**src/sv/pfsc_pkg.sv**
```systemverilog
// pump fill safety controller: shared types, register indexes and constants
// no dependencies; imported by every module of the block
`timescale 1ns / 1ps

package pfsc_pkg;

    // configuration port
    localparam int CFG_INDEX_W = 3;
    localparam int CFG_DATA_W  = 24;
    localparam int CFG_TIMER_W = 24;

    localparam logic [CFG_INDEX_W-1:0] REG_DEBOUNCE      = 3'd0;
    localparam logic [CFG_INDEX_W-1:0] REG_MIN_RUN       = 3'd1;
    localparam logic [CFG_INDEX_W-1:0] REG_SUMP_LOCKOUT  = 3'd2;
    localparam logic [CFG_INDEX_W-1:0] REG_TANK_LOCKOUT  = 3'd3;
    localparam logic [CFG_INDEX_W-1:0] REG_MANUAL_TMO    = 3'd4;
    localparam logic [CFG_INDEX_W-1:0] REG_FLOW_CHECK    = 3'd5;
    localparam logic [CFG_INDEX_W-1:0] REG_MIN_RISE      = 3'd6;
    localparam logic [CFG_INDEX_W-1:0] REG_NORMAL_TRIG   = 3'd7;

    // register defaults
    localparam logic [CFG_TIMER_W-1:0] DEF_DEBOUNCE_MS     = 24'd3000;
    localparam logic [CFG_TIMER_W-1:0] DEF_MIN_RUN_MS      = 24'd30000;
    localparam logic [CFG_TIMER_W-1:0] DEF_SUMP_LOCKOUT_MS = 24'd600000;
    localparam logic [CFG_TIMER_W-1:0] DEF_TANK_LOCKOUT_MS = 24'd1800000;
    localparam logic [CFG_TIMER_W-1:0] DEF_MANUAL_TMO_MS   = 24'd900000;
    localparam logic [CFG_TIMER_W-1:0] DEF_FLOW_CHECK_MS   = 24'd60000;
    localparam logic [7:0]             DEF_MIN_RISE_CM     = 8'd2;
    localparam logic [6:0]             DEF_NORMAL_TRIG     = 7'd60;

    // fill levels in percent
    localparam logic [6:0] TOPUP_TRIGGER = 7'd90;
    localparam logic [6:0] FULL_PERCENT  = 7'd100;

    // run length bookkeeping
    localparam int          SUBSEC_W     = 10;
    localparam logic [SUBSEC_W-1:0] LAST_MS_OF_SEC = 10'd999;
    localparam int          SECONDS_W    = 16;

    // manual command codes
    localparam logic [1:0] CMD_NONE  = 2'd0;
    localparam logic [1:0] CMD_START = 2'd1;
    localparam logic [1:0] CMD_STOP  = 2'd2;

    // output tdata width
    localparam int OUT_TDATA_W = 24;

    typedef struct packed {
        logic [CFG_TIMER_W-1:0] debounce_ms;
        logic [CFG_TIMER_W-1:0] min_run_ms;
        logic [CFG_TIMER_W-1:0] sump_lockout_ms;
        logic [CFG_TIMER_W-1:0] tank_lockout_ms;
        logic [CFG_TIMER_W-1:0] manual_timeout_ms;
        logic [CFG_TIMER_W-1:0] flow_check_ms;
        logic [7:0]             min_rise_cm;
        logic [6:0]             normal_trigger_percent;
    } cfg_t;

    // input item without the distance, which follows a parameter
    typedef struct packed {
        logic       sump_wet_raw;
        logic [6:0] tank_percent;
        logic       distance_valid;
        logic       auto_enable;
        logic       top_up;
        logic [1:0] manual_command;
        logic       clear_flow_fault;
    } in_flags_t;

    typedef struct packed {
        logic                 relay_on;
        logic                 sump_water;
        logic                 filling;
        logic                 sump_locked;
        logic                 tank_locked;
        logic                 flow_locked;
        logic                 run_ended;
        logic [SECONDS_W-1:0] last_run_seconds;
    } out_item_t;

endpackage

```
**src/sv/pfsc_cfg_regs.sv**
```systemverilog
// pump fill safety controller: configuration register bank
// depends on pfsc_pkg
`timescale 1ns / 1ps

module pfsc_cfg_regs
(
    input  logic                              clk,
    input  logic                              rst_n,
    input  logic                              wr_en,
    input  logic [pfsc_pkg::CFG_INDEX_W-1:0]  wr_index,
    input  logic [pfsc_pkg::CFG_DATA_W-1:0]   wr_data,
    output pfsc_pkg::cfg_t                    cfg
);
    import pfsc_pkg::*;

    cfg_t cfg_reg;

    always_ff @(posedge clk or negedge rst_n)
    begin
        if (!rst_n)
        begin
            cfg_reg.debounce_ms            <= DEF_DEBOUNCE_MS;
            cfg_reg.min_run_ms             <= DEF_MIN_RUN_MS;
            cfg_reg.sump_lockout_ms        <= DEF_SUMP_LOCKOUT_MS;
            cfg_reg.tank_lockout_ms        <= DEF_TANK_LOCKOUT_MS;
            cfg_reg.manual_timeout_ms      <= DEF_MANUAL_TMO_MS;
            cfg_reg.flow_check_ms          <= DEF_FLOW_CHECK_MS;
            cfg_reg.min_rise_cm            <= DEF_MIN_RISE_CM;
            cfg_reg.normal_trigger_percent <= DEF_NORMAL_TRIG;
        end
        else if (wr_en)
        begin
            case (wr_index)
                REG_DEBOUNCE:     cfg_reg.debounce_ms       <= wr_data;
                REG_MIN_RUN:      cfg_reg.min_run_ms        <= wr_data;
                REG_SUMP_LOCKOUT: cfg_reg.sump_lockout_ms   <= wr_data;
                REG_TANK_LOCKOUT: cfg_reg.tank_lockout_ms   <= wr_data;
                REG_MANUAL_TMO:   cfg_reg.manual_timeout_ms <= wr_data;
                REG_FLOW_CHECK:   cfg_reg.flow_check_ms     <= wr_data;
                REG_MIN_RISE:     cfg_reg.min_rise_cm       <= wr_data[7:0];
                REG_NORMAL_TRIG:  cfg_reg.normal_trigger_percent <= wr_data[6:0];
                default:          cfg_reg <= cfg_reg;
            endcase
        end
    end

    assign cfg = cfg_reg;

endmodule

```
**src/sv/pfsc_engine.sv**
```systemverilog
// pump fill safety controller: controller state and the per-tick update
// depends on pfsc_pkg; state advances on each tick taken from the input stage
`timescale 1ns / 1ps

module pfsc_engine
#(
    parameter int TIMER_BITS    = 24,
    parameter int DISTANCE_BITS = 10
)
(
    input  logic                       clk,
    input  logic                       rst_n,
    input  logic                       advance,
    input  pfsc_pkg::cfg_t             cfg,
    input  pfsc_pkg::in_flags_t        item,
    input  logic [DISTANCE_BITS-1:0]   distance,
    output pfsc_pkg::out_item_t        result
);
    import pfsc_pkg::*;

    localparam int CMP_W  = (TIMER_BITS > CFG_TIMER_W) ? TIMER_BITS : CFG_TIMER_W;
    localparam int RISE_W = DISTANCE_BITS + 1;

    typedef logic [TIMER_BITS-1:0]    tmr_t;
    typedef logic [CMP_W-1:0]         cmp_t;
    typedef logic [CFG_TIMER_W-1:0]   run_t;
    typedef logic [RISE_W-1:0]        rise_t;

    function automatic tmr_t tmr_inc(tmr_t v);
        return (&v) ? v : tmr_t'(v + 1'b1);
    endfunction

    function automatic logic tmr_ge(tmr_t v, run_t lim);
        return cmp_t'(v) >= cmp_t'(lim);
    endfunction

    logic                     relay_reg, relay_next;
    logic                     relay_prev_reg, relay_prev_next;
    logic                     sump_prev_raw_reg, sump_prev_raw_next;
    logic                     sump_stable_reg, sump_stable_next;
    logic                     flow_armed_reg, flow_armed_next;
    logic                     fill_reg, fill_next;
    logic                     sump_lk_reg, sump_lk_next;
    logic                     tank_lk_reg, tank_lk_next;
    logic                     flow_lk_reg, flow_lk_next;
    tmr_t                     debounce_cnt_reg, debounce_cnt_next;
    tmr_t                     sump_lock_cnt_reg, sump_lock_cnt_next;
    tmr_t                     tank_lock_cnt_reg, tank_lock_cnt_next;
    tmr_t                     manual_cnt_reg, manual_cnt_next;
    tmr_t                     flow_cnt_reg, flow_cnt_next;
    run_t                     run_time_reg, run_time_next;
    logic [SUBSEC_W-1:0]      run_subsec_reg, run_subsec_next;
    logic [SECONDS_W-1:0]     run_sec_reg, run_sec_next;
    logic [SECONDS_W-1:0]     last_run_reg, last_run_next;
    logic [DISTANCE_BITS-1:0] flow_ref_reg, flow_ref_next;
    logic                     ended;
    logic                     shield;
    logic [6:0]               trigger;

    always_comb
    begin
        relay_next         = relay_reg;
        relay_prev_next    = relay_prev_reg;
        flow_armed_next    = flow_armed_reg;
        fill_next          = fill_reg;
        sump_lk_next       = sump_lk_reg;
        tank_lk_next       = tank_lk_reg;
        flow_lk_next       = flow_lk_reg;
        sump_lock_cnt_next = sump_lock_cnt_reg;
        tank_lock_cnt_next = tank_lock_cnt_reg;
        flow_ref_next      = flow_ref_reg;
        last_run_next      = last_run_reg;
        run_time_next      = run_time_reg;
        run_subsec_next    = run_subsec_reg;
        run_sec_next       = run_sec_reg;
        ended              = 1'b0;
        shield             = 1'b0;
        trigger            = item.top_up ? TOPUP_TRIGGER : cfg.normal_trigger_percent;

        // time advances
        manual_cnt_next = tmr_inc(manual_cnt_reg);
        flow_cnt_next   = flow_armed_reg ? tmr_inc(flow_cnt_reg) : flow_cnt_reg;
        if (relay_prev_reg)
        begin
            run_time_next = (&run_time_reg) ? run_time_reg : run_t'(run_time_reg + 1'b1);
            if (run_subsec_reg == LAST_MS_OF_SEC)
            begin
                run_subsec_next = '0;
                run_sec_next    = (&run_sec_reg) ? run_sec_reg
                                                 : SECONDS_W'(run_sec_reg + 1'b1);
            end
            else
            begin
                run_subsec_next = SUBSEC_W'(run_subsec_reg + 1'b1);
            end
        end

        if (item.clear_flow_fault)
        begin
            flow_lk_next = 1'b0;
        end
        if (!item.auto_enable)
        begin
            if (item.manual_command == CMD_START)
            begin
                relay_next      = 1'b1;
                manual_cnt_next = '0;
            end
            else if (item.manual_command == CMD_STOP)
            begin
                relay_next = 1'b0;
            end
        end

        // relay edge
        if (relay_next && !relay_prev_reg)
        begin
            run_time_next   = '0;
            run_subsec_next = '0;
            run_sec_next    = '0;
            relay_prev_next = 1'b1;
        end
        else if (!relay_next && relay_prev_reg)
        begin
            last_run_next   = run_sec_next;
            relay_prev_next = 1'b0;
            ended           = 1'b1;
        end

        // float debounce
        debounce_cnt_next  = (item.sump_wet_raw != sump_prev_raw_reg) ? '0
                                                                      : tmr_inc(debounce_cnt_reg);
        sump_stable_next   = tmr_ge(debounce_cnt_next, cfg.debounce_ms) ? item.sump_wet_raw
                                                                        : sump_stable_reg;
        sump_prev_raw_next = item.sump_wet_raw;

        // lockout expiry
        if (sump_lk_reg)
        begin
            sump_lock_cnt_next = tmr_inc(sump_lock_cnt_reg);
            if (tmr_ge(sump_lock_cnt_next, cfg.sump_lockout_ms))
            begin
                sump_lk_next = 1'b0;
            end
        end
        if (tank_lk_reg)
        begin
            tank_lock_cnt_next = tmr_inc(tank_lock_cnt_reg);
            if (tmr_ge(tank_lock_cnt_next, cfg.tank_lockout_ms))
            begin
                tank_lk_next = 1'b0;
            end
        end

        // manual run timeout
        if (!item.auto_enable && relay_next && tmr_ge(manual_cnt_next, cfg.manual_timeout_ms))
        begin
            relay_next = 1'b0;
        end

        // automatic control
        if (item.auto_enable && item.distance_valid)
        begin
            shield = relay_next && (run_time_next < cfg.min_run_ms);

            if (!sump_stable_next && !sump_lk_next && !shield)
            begin
                sump_lk_next       = 1'b1;
                sump_lock_cnt_next = '0;
                relay_next         = 1'b0;
            end

            if (relay_next && !flow_lk_next && !shield)
            begin
                if (!flow_armed_next)
                begin
                    flow_armed_next = 1'b1;
                    flow_cnt_next   = '0;
                    flow_ref_next   = distance;
                end
                else if (tmr_ge(flow_cnt_next, cfg.flow_check_ms))
                begin
                    // rise = ref - distance compared against the least rise
                    if (rise_t'(flow_ref_next) <
                        rise_t'(rise_t'(distance) + rise_t'(cfg.min_rise_cm)))
                    begin
                        flow_lk_next = 1'b1;
                        relay_next   = 1'b0;
                    end
                    else
                    begin
                        flow_cnt_next = '0;
                        flow_ref_next = distance;
                    end
                end
            end
            else if (!relay_next)
            begin
                flow_armed_next = 1'b0;
            end

            if (item.tank_percent <= trigger && !tank_lk_next && !flow_lk_next)
            begin
                fill_next = 1'b1;
            end
            else if (item.tank_percent >= FULL_PERCENT && !shield)
            begin
                if (fill_next)
                begin
                    fill_next          = 1'b0;
                    relay_next         = 1'b0;
                    tank_lk_next       = 1'b1;
                    tank_lock_cnt_next = '0;
                end
            end

            if (fill_next && sump_stable_next && !sump_lk_next && !tank_lk_next &&
                !flow_lk_next)
            begin
                relay_next = 1'b1;
            end
            else if (relay_next && !shield)
            begin
                relay_next = 1'b0;
            end
        end
    end

    always_ff @(posedge clk or negedge rst_n)
    begin
        if (!rst_n)
        begin
            relay_reg         <= 1'b0;
            relay_prev_reg    <= 1'b0;
            sump_prev_raw_reg <= 1'b0;
            sump_stable_reg   <= 1'b0;
            flow_armed_reg    <= 1'b0;
            fill_reg          <= 1'b0;
            sump_lk_reg       <= 1'b0;
            tank_lk_reg       <= 1'b0;
            flow_lk_reg       <= 1'b0;
            debounce_cnt_reg  <= '0;
            sump_lock_cnt_reg <= '0;
            tank_lock_cnt_reg <= '0;
            manual_cnt_reg    <= '0;
            flow_cnt_reg      <= '0;
            run_time_reg      <= '0;
            run_subsec_reg    <= '0;
            run_sec_reg       <= '0;
            last_run_reg      <= '0;
            flow_ref_reg      <= '0;
        end
        else if (advance)
        begin
            relay_reg         <= relay_next;
            relay_prev_reg    <= relay_prev_next;
            sump_prev_raw_reg <= sump_prev_raw_next;
            sump_stable_reg   <= sump_stable_next;
            flow_armed_reg    <= flow_armed_next;
            fill_reg          <= fill_next;
            sump_lk_reg       <= sump_lk_next;
            tank_lk_reg       <= tank_lk_next;
            flow_lk_reg       <= flow_lk_next;
            debounce_cnt_reg  <= debounce_cnt_next;
            sump_lock_cnt_reg <= sump_lock_cnt_next;
            tank_lock_cnt_reg <= tank_lock_cnt_next;
            manual_cnt_reg    <= manual_cnt_next;
            flow_cnt_reg      <= flow_cnt_next;
            run_time_reg      <= run_time_next;
            run_subsec_reg    <= run_subsec_next;
            run_sec_reg       <= run_sec_next;
            last_run_reg      <= last_run_next;
            flow_ref_reg      <= flow_ref_next;
        end
    end

    always_comb
    begin
        result.relay_on         = relay_next;
        result.sump_water       = sump_stable_next;
        result.filling          = fill_next;
        result.sump_locked      = sump_lk_next;
        result.tank_locked      = tank_lk_next;
        result.flow_locked      = flow_lk_next;
        result.run_ended        = ended;
        result.last_run_seconds = last_run_next;
    end

endmodule

```
**src/sv/pump_fill_safety_controller_core.sv**
```systemverilog
// pump fill safety controller top level: requests pass the tick register and the result
// register; one tick per cycle while m_tready is high; the tick register feeds the
// update logic, which writes the result register and controller state in the same edge
// reset (rst_n, async, low) clears both pipeline stages, all timers and flags, and loads
// the register defaults; no clearing pass, the block takes requests right after reset
// depends on pfsc_pkg, pfsc_cfg_regs, pfsc_engine
`timescale 1ns / 1ps

module pump_fill_safety_controller_core
#(
    parameter int TIMER_BITS    = 24,
    parameter int DISTANCE_BITS = 10,
    parameter int IN_TDATA_W    = ((DISTANCE_BITS + 14 + 7) / 8) * 8
)
(
    input  logic                              clk,
    input  logic                              rst_n,
    // tick requests
    input  logic                              s_tvalid,
    output logic                              s_tready,
    // s_tdata from bit 0: sump_wet_raw, tank_percent(7), tank_distance_cm(DISTANCE_BITS),
    // distance_valid, auto_enable, top_up, manual_command(2), clear_flow_fault, zero fill
    input  logic [IN_TDATA_W-1:0]             s_tdata,
    // results
    output logic                              m_tvalid,
    input  logic                              m_tready,
    // m_tdata from bit 0: relay_on, sump_water, filling, sump_locked, tank_locked,
    // flow_locked, run_ended, last_run_seconds(16), zero fill
    output logic [pfsc_pkg::OUT_TDATA_W-1:0]  m_tdata,
    // configuration writes
    input  logic                              cfg_valid,
    output logic                              cfg_ready,
    input  logic [pfsc_pkg::CFG_INDEX_W-1:0]  cfg_index,
    input  logic [pfsc_pkg::CFG_DATA_W-1:0]   cfg_data
);
    import pfsc_pkg::*;

    localparam int DB = DISTANCE_BITS;

    cfg_t                 cfg;
    in_flags_t            in_item_reg;
    logic [DB-1:0]        in_dist_reg;
    logic                 in_valid_reg;
    out_item_t            out_item_reg;
    logic                 out_valid_reg;
    out_item_t            step_result;
    logic                 advance;
    logic                 in_take;

    // config writes are always accepted
    assign cfg_ready = 1'b1;

    pfsc_cfg_regs u_cfg_regs
    (
        .clk      (clk),
        .rst_n    (rst_n),
        .wr_en    (cfg_valid),
        .wr_index (cfg_index),
        .wr_data  (cfg_data),
        .cfg      (cfg)
    );

    // tick moves from the input stage into the result stage when the result stage
    // is empty or being drained this cycle
    assign advance  = in_valid_reg && (!out_valid_reg || m_tready);
    assign s_tready = !in_valid_reg || advance;
    assign in_take  = s_tvalid && s_tready;

    // input stage
    always_ff @(posedge clk or negedge rst_n)
    begin
        if (!rst_n)
        begin
            in_valid_reg <= 1'b0;
        end
        else if (in_take)
        begin
            in_valid_reg <= 1'b1;
        end
        else if (advance)
        begin
            in_valid_reg <= 1'b0;
        end
    end

    // payload, no reset needed
    always_ff @(posedge clk)
    begin
        if (in_take)
        begin
            in_item_reg.sump_wet_raw     <= s_tdata[0];
            in_item_reg.tank_percent     <= s_tdata[7:1];
            in_dist_reg                  <= s_tdata[DB+7:8];
            in_item_reg.distance_valid   <= s_tdata[DB+8];
            in_item_reg.auto_enable      <= s_tdata[DB+9];
            in_item_reg.top_up           <= s_tdata[DB+10];
            in_item_reg.manual_command   <= s_tdata[DB+12:DB+11];
            in_item_reg.clear_flow_fault <= s_tdata[DB+13];
        end
    end

    // timers, debounce, lockouts and fill logic
    pfsc_engine
    #(
        .TIMER_BITS    (TIMER_BITS),
        .DISTANCE_BITS (DISTANCE_BITS)
    )
    u_engine
    (
        .clk      (clk),
        .rst_n    (rst_n),
        .advance  (advance),
        .cfg      (cfg),
        .item     (in_item_reg),
        .distance (in_dist_reg),
        .result   (step_result)
    );

    // result stage
    always_ff @(posedge clk or negedge rst_n)
    begin
        if (!rst_n)
        begin
            out_valid_reg <= 1'b0;
        end
        else if (advance)
        begin
            out_valid_reg <= 1'b1;
        end
        else if (m_tready)
        begin
            out_valid_reg <= 1'b0;
        end
    end

    always_ff @(posedge clk)
    begin
        if (advance)
        begin
            out_item_reg <= step_result;
        end
    end

    assign m_tvalid = out_valid_reg;
    assign m_tdata  = {1'b0,
                       out_item_reg.last_run_seconds,
                       out_item_reg.run_ended,
                       out_item_reg.flow_locked,
                       out_item_reg.tank_locked,
                       out_item_reg.sump_locked,
                       out_item_reg.filling,
                       out_item_reg.sump_water,
                       out_item_reg.relay_on};

endmodule

```
**config.mk**
```make
export PLATFORM = sky130hd
export DESIGN_NAME = pump_fill_safety_controller_core
export DESIGN_NICKNAME = d
export VERILOG_FILES = /design/src/sv/pfsc_pkg.sv /design/src/sv/pfsc_cfg_regs.sv /design/src/sv/pfsc_engine.sv /design/src/sv/pump_fill_safety_controller_core.sv
export SDC_FILE = /design/constraint.sdc
export NUM_CORES = 1
export LEC_CHECK = 0
export BUFFER_PORTS_ARGS = -buffer_cell sky130_fd_sc_hd__clkbuf_2
export CORE_MARGIN = 3
export CORE_UTILIZATION = 55
export DETAILED_ROUTE_END_ITERATION = 16
export GPL_ROUTABILITY_DRIVEN = 0
export PLACE_DENSITY = 0.81
export REMOVE_ABC_BUFFERS = 1
export SKIP_CTS_REPAIR_TIMING = 1
export SYNTH_ARGS = -nofsm -noshare
export SYNTH_HDL_FRONTEND = slang
export SYNTH_HIERARCHICAL = 1
export SYNTH_SLANG_ARGS = --single-unit
```
**constraint.sdc**
```tcl
create_clock -name clk -period 6.81 [get_ports clk]
set_clock_uncertainty 0.05 [all_clocks]
set_input_delay 1.362 -clock clk [delete_from_list [all_inputs] [get_ports clk]]
set_output_delay 1.362 -clock clk [all_outputs]
set_load 0.005 [all_outputs]
```
==> flow_summary.toml <==
[timing]
rsz0062_at_grt = "no"
fin_crit_ps = 5900
period_share_pct = 86.6
setup_tns_ps = 0
setup_viol_count_final = 0
worst_slew_pin_slew_ps = 1240
fmax_ghz = 0.170
drv_slew = 0
hold_violations = 0
maxSlewHeadroom_pct = 17.5

[power]
p_per_area_mw_per_mm2 = 286
vdd_drop_max_v = 0.000239
power_mw = 7.70
leakage_nw = 12.1

[setup_path]
crit_arrival_ps = 6310
cp-end-kind = "register"
startpoint_type = "register"
crit_start = "u_engine/sump_lock_cnt_reg[6]"
reg2reg_from = "u_engine/sump_lock_cnt_reg[6]"
path_max_fanout = 19
critPathKind = "register to register"
crit_required_ps = 7220

[floorplan]
die_area_sq_mm = 0.0472
die_h_um = 217
row_count = 76
die_w_um = 217
start_util_pct = 56.4
fp.coreArea_sq_mm = 0.0436
io_pins = 83

[logic_synthesis]
yosysTopAreaCellShare_pct = 31.6
syn_area_sq_mm = 0.0245
synth_edf_count = 47
yosysUniqueCellTypes = 81
synth-seq-cells = 413
synth_area_leaders = "dfrtp_1 (32%), mux2_2 (9.4%), ha_1 (9.1%), dfstp_2 (6.0%), edfxtp_1 (5.7%)"
syn_inst = 2448
yosysSeqAreaShare_pct = 43.3
synth_largest_area_cell = "dfrtp_1"
synthFlopType = "dfrtp_1"
synthArstFlopShare_pct = 88.6
yosys_warnings = 6
syn_area_per_cell_sq_um = 10.0

[cts]
clock-sinks = 413
htreeDepth = 2
clockRootBuffer = "clkbuf_16"
clk_latency_ps = 580
cts_made_buffers = 45
clkSlewWorstSetupHoldPaths_ps = 60
cts_tree = "yes"
cts_max_path_buffers = 3

[placement]
port_buffers = 80
hpwl_mm = 40.9

[cells_and_area]
areaGrowthSynthToFinish_pct = 9.53
post-route-util_pct = 61.7
fin_nets = 2720
mostFrequentLayoutCell = "dfrtp_1"
largest_reg_flops = 159
layout-drive-gt1-share_pct = 18.3
layout_common_cells = "dfrtp_1 (310), nand2_1 (220), nor2_1 (212)"
num-fill-cells = 3458

[status]
status = "completed"

[drt]
wl_mm = 59.5
via_count = 18700
dr.pass1.iters = 6
post_drt_wl_per_cell_um = 19.2
drcViolationCount = 0
ant_nets = 0
drtIter0Drc = 1746
via_per_inst = 6.03

[min_path]
worstHoldPathType = "register to register"
hp-start = "u_engine/last_run_reg[8]"

[grt]
overflow = 0
grt_usage_pct = 25.3
grt_pass1_vias = 19000
antenna_found_initial = 1
grt_pass1_wl_mm = 96.8
grt_start_max_net_pins = 150

[flow_run]
drv_cap = 0
==> final timing paths <==
| path | cells past startpoint | end | slack [ps] |
|---|---|---|---|
| setup / recovery | 18 | u_engine/flow_ref_reg[3] | 910 |
| hold / removal | 2 | u_engine/last_run_reg[8] | 430 |
| setup reg to reg | 18 | u_engine/flow_ref_reg[3] | 910 |
| hold reg to reg | 2 | u_engine/last_run_reg[8] | 430 |
| max in group asynchronous | 2 | u_engine/last_run_reg[6] | 4400 |
| min in group asynchronous | 1 | u_cfg_regs/cfg[101] | 790 |
==> cells in the mapped netlist (9+ instances only) <==
cell type	n
buf_6	10
dfstp_2	56
and2_1	18
nor2_1	212
ha_1	179
nor3_1	50
o22ai_1	9
and4_1	18
a22o_1	23
a21oi_1	75
and3_1	33
clkbuf_1	68
buf_4	15
o21a_1	11
o31ai_1	24
nand2_1	220
xnor2_1	100
a31oi_1	10
nand3_1	89
dfrtp_1	310
xor2_1	72
nor4_1	9
o2bb2ai_1	35
nand4_1	62
nor2b_1	10
mux2i_1	14
or2_2	9
inv_1	165
a211oi_1	9
nand2b_1	20
mux2_2	205
o21ai_0	127
edfxtp_1	47
a21o_1	20
or3_1	11
==> area by class of cell <==
type	count	area, sq um	share of cell area [%]
Sequential cell	413	10600	39.6
Tap cell	585	732	2.72
Clock buffer	64	1310	4.88
Multi-Input combinational cell	1765	12800	47.5
Antenna cell	1	2.50	0.00931
Inverter	165	619	2.30
Timing Repair Buffer	94	526	1.95
Clock inverter	19	274	1.02
==> kinds of logic (layout without fill, tap and decap cells) <==
family	count (synthesis)	after routing	share of synthesized area, %
fa+ha+maj	180	180	9.20
xor+xnor	172	172	6.14
buf+inv	270	342	4.70
simple gates	793	793	15.8
flops	413	413	43.3
mux	222	222	10.1
compound gates	396	396	10.6
other cells	2	3	0.0306
==> critical path, cell delays in order, from the launching register on <==
cell and delay (ps):
dfrtp_1 450, nand4_1 160, or3_1 450, a311oi_1 580, nand3_1 250, or2_2 390
nor2_1 290, nand3_1 150, xnor2_1 190, ha_1 300, a41o_1 250, a21oi_1 120
o2111ai_1 170, o31ai_1 490, a31o_2 180, o211a_1 200, and4_4 380, and2_4 330
mux2_2 380
==> power by group <==
part / leakage (nW) / switching (mW) / internal, mW
logic: 6.32 / 1.06 / 0.798
clock network: 0.764 / 1.02 / 1.58
registers: 5.05 / 0.314 / 2.93
==> through the flow <==
| stage | instances | worst slack (ps) | cell area (sq um) | hold WS, ps |
|---|---|---|---|---|
| 2_1_floorplan | 2343 | -1340 | 24000 | 397 |
| 3_3_place_gp | 3021 | 1200 | 25300 | 411 |
| 3_5_place_dp | 3021 | 1060 | 25300 | 420 |
| 4_1_cts | 3104 | 1010 | 26900 | 434 |
| 5_1_grt | 3105 | 501 | 26900 | 458 |
| 6_report | 3106 | 912 | 26900 | 430 |
==> layer usage <==
layer | global-route usage [%] | routed length, um
met5 | 0 | 0
met2 | 41.3 | 27900
met1 | 32.8 | 25100
met4 | 12.4 | 2850
met3 | 4.20 | 3660
No activity file was read; power rests on OpenSTA's default activity.
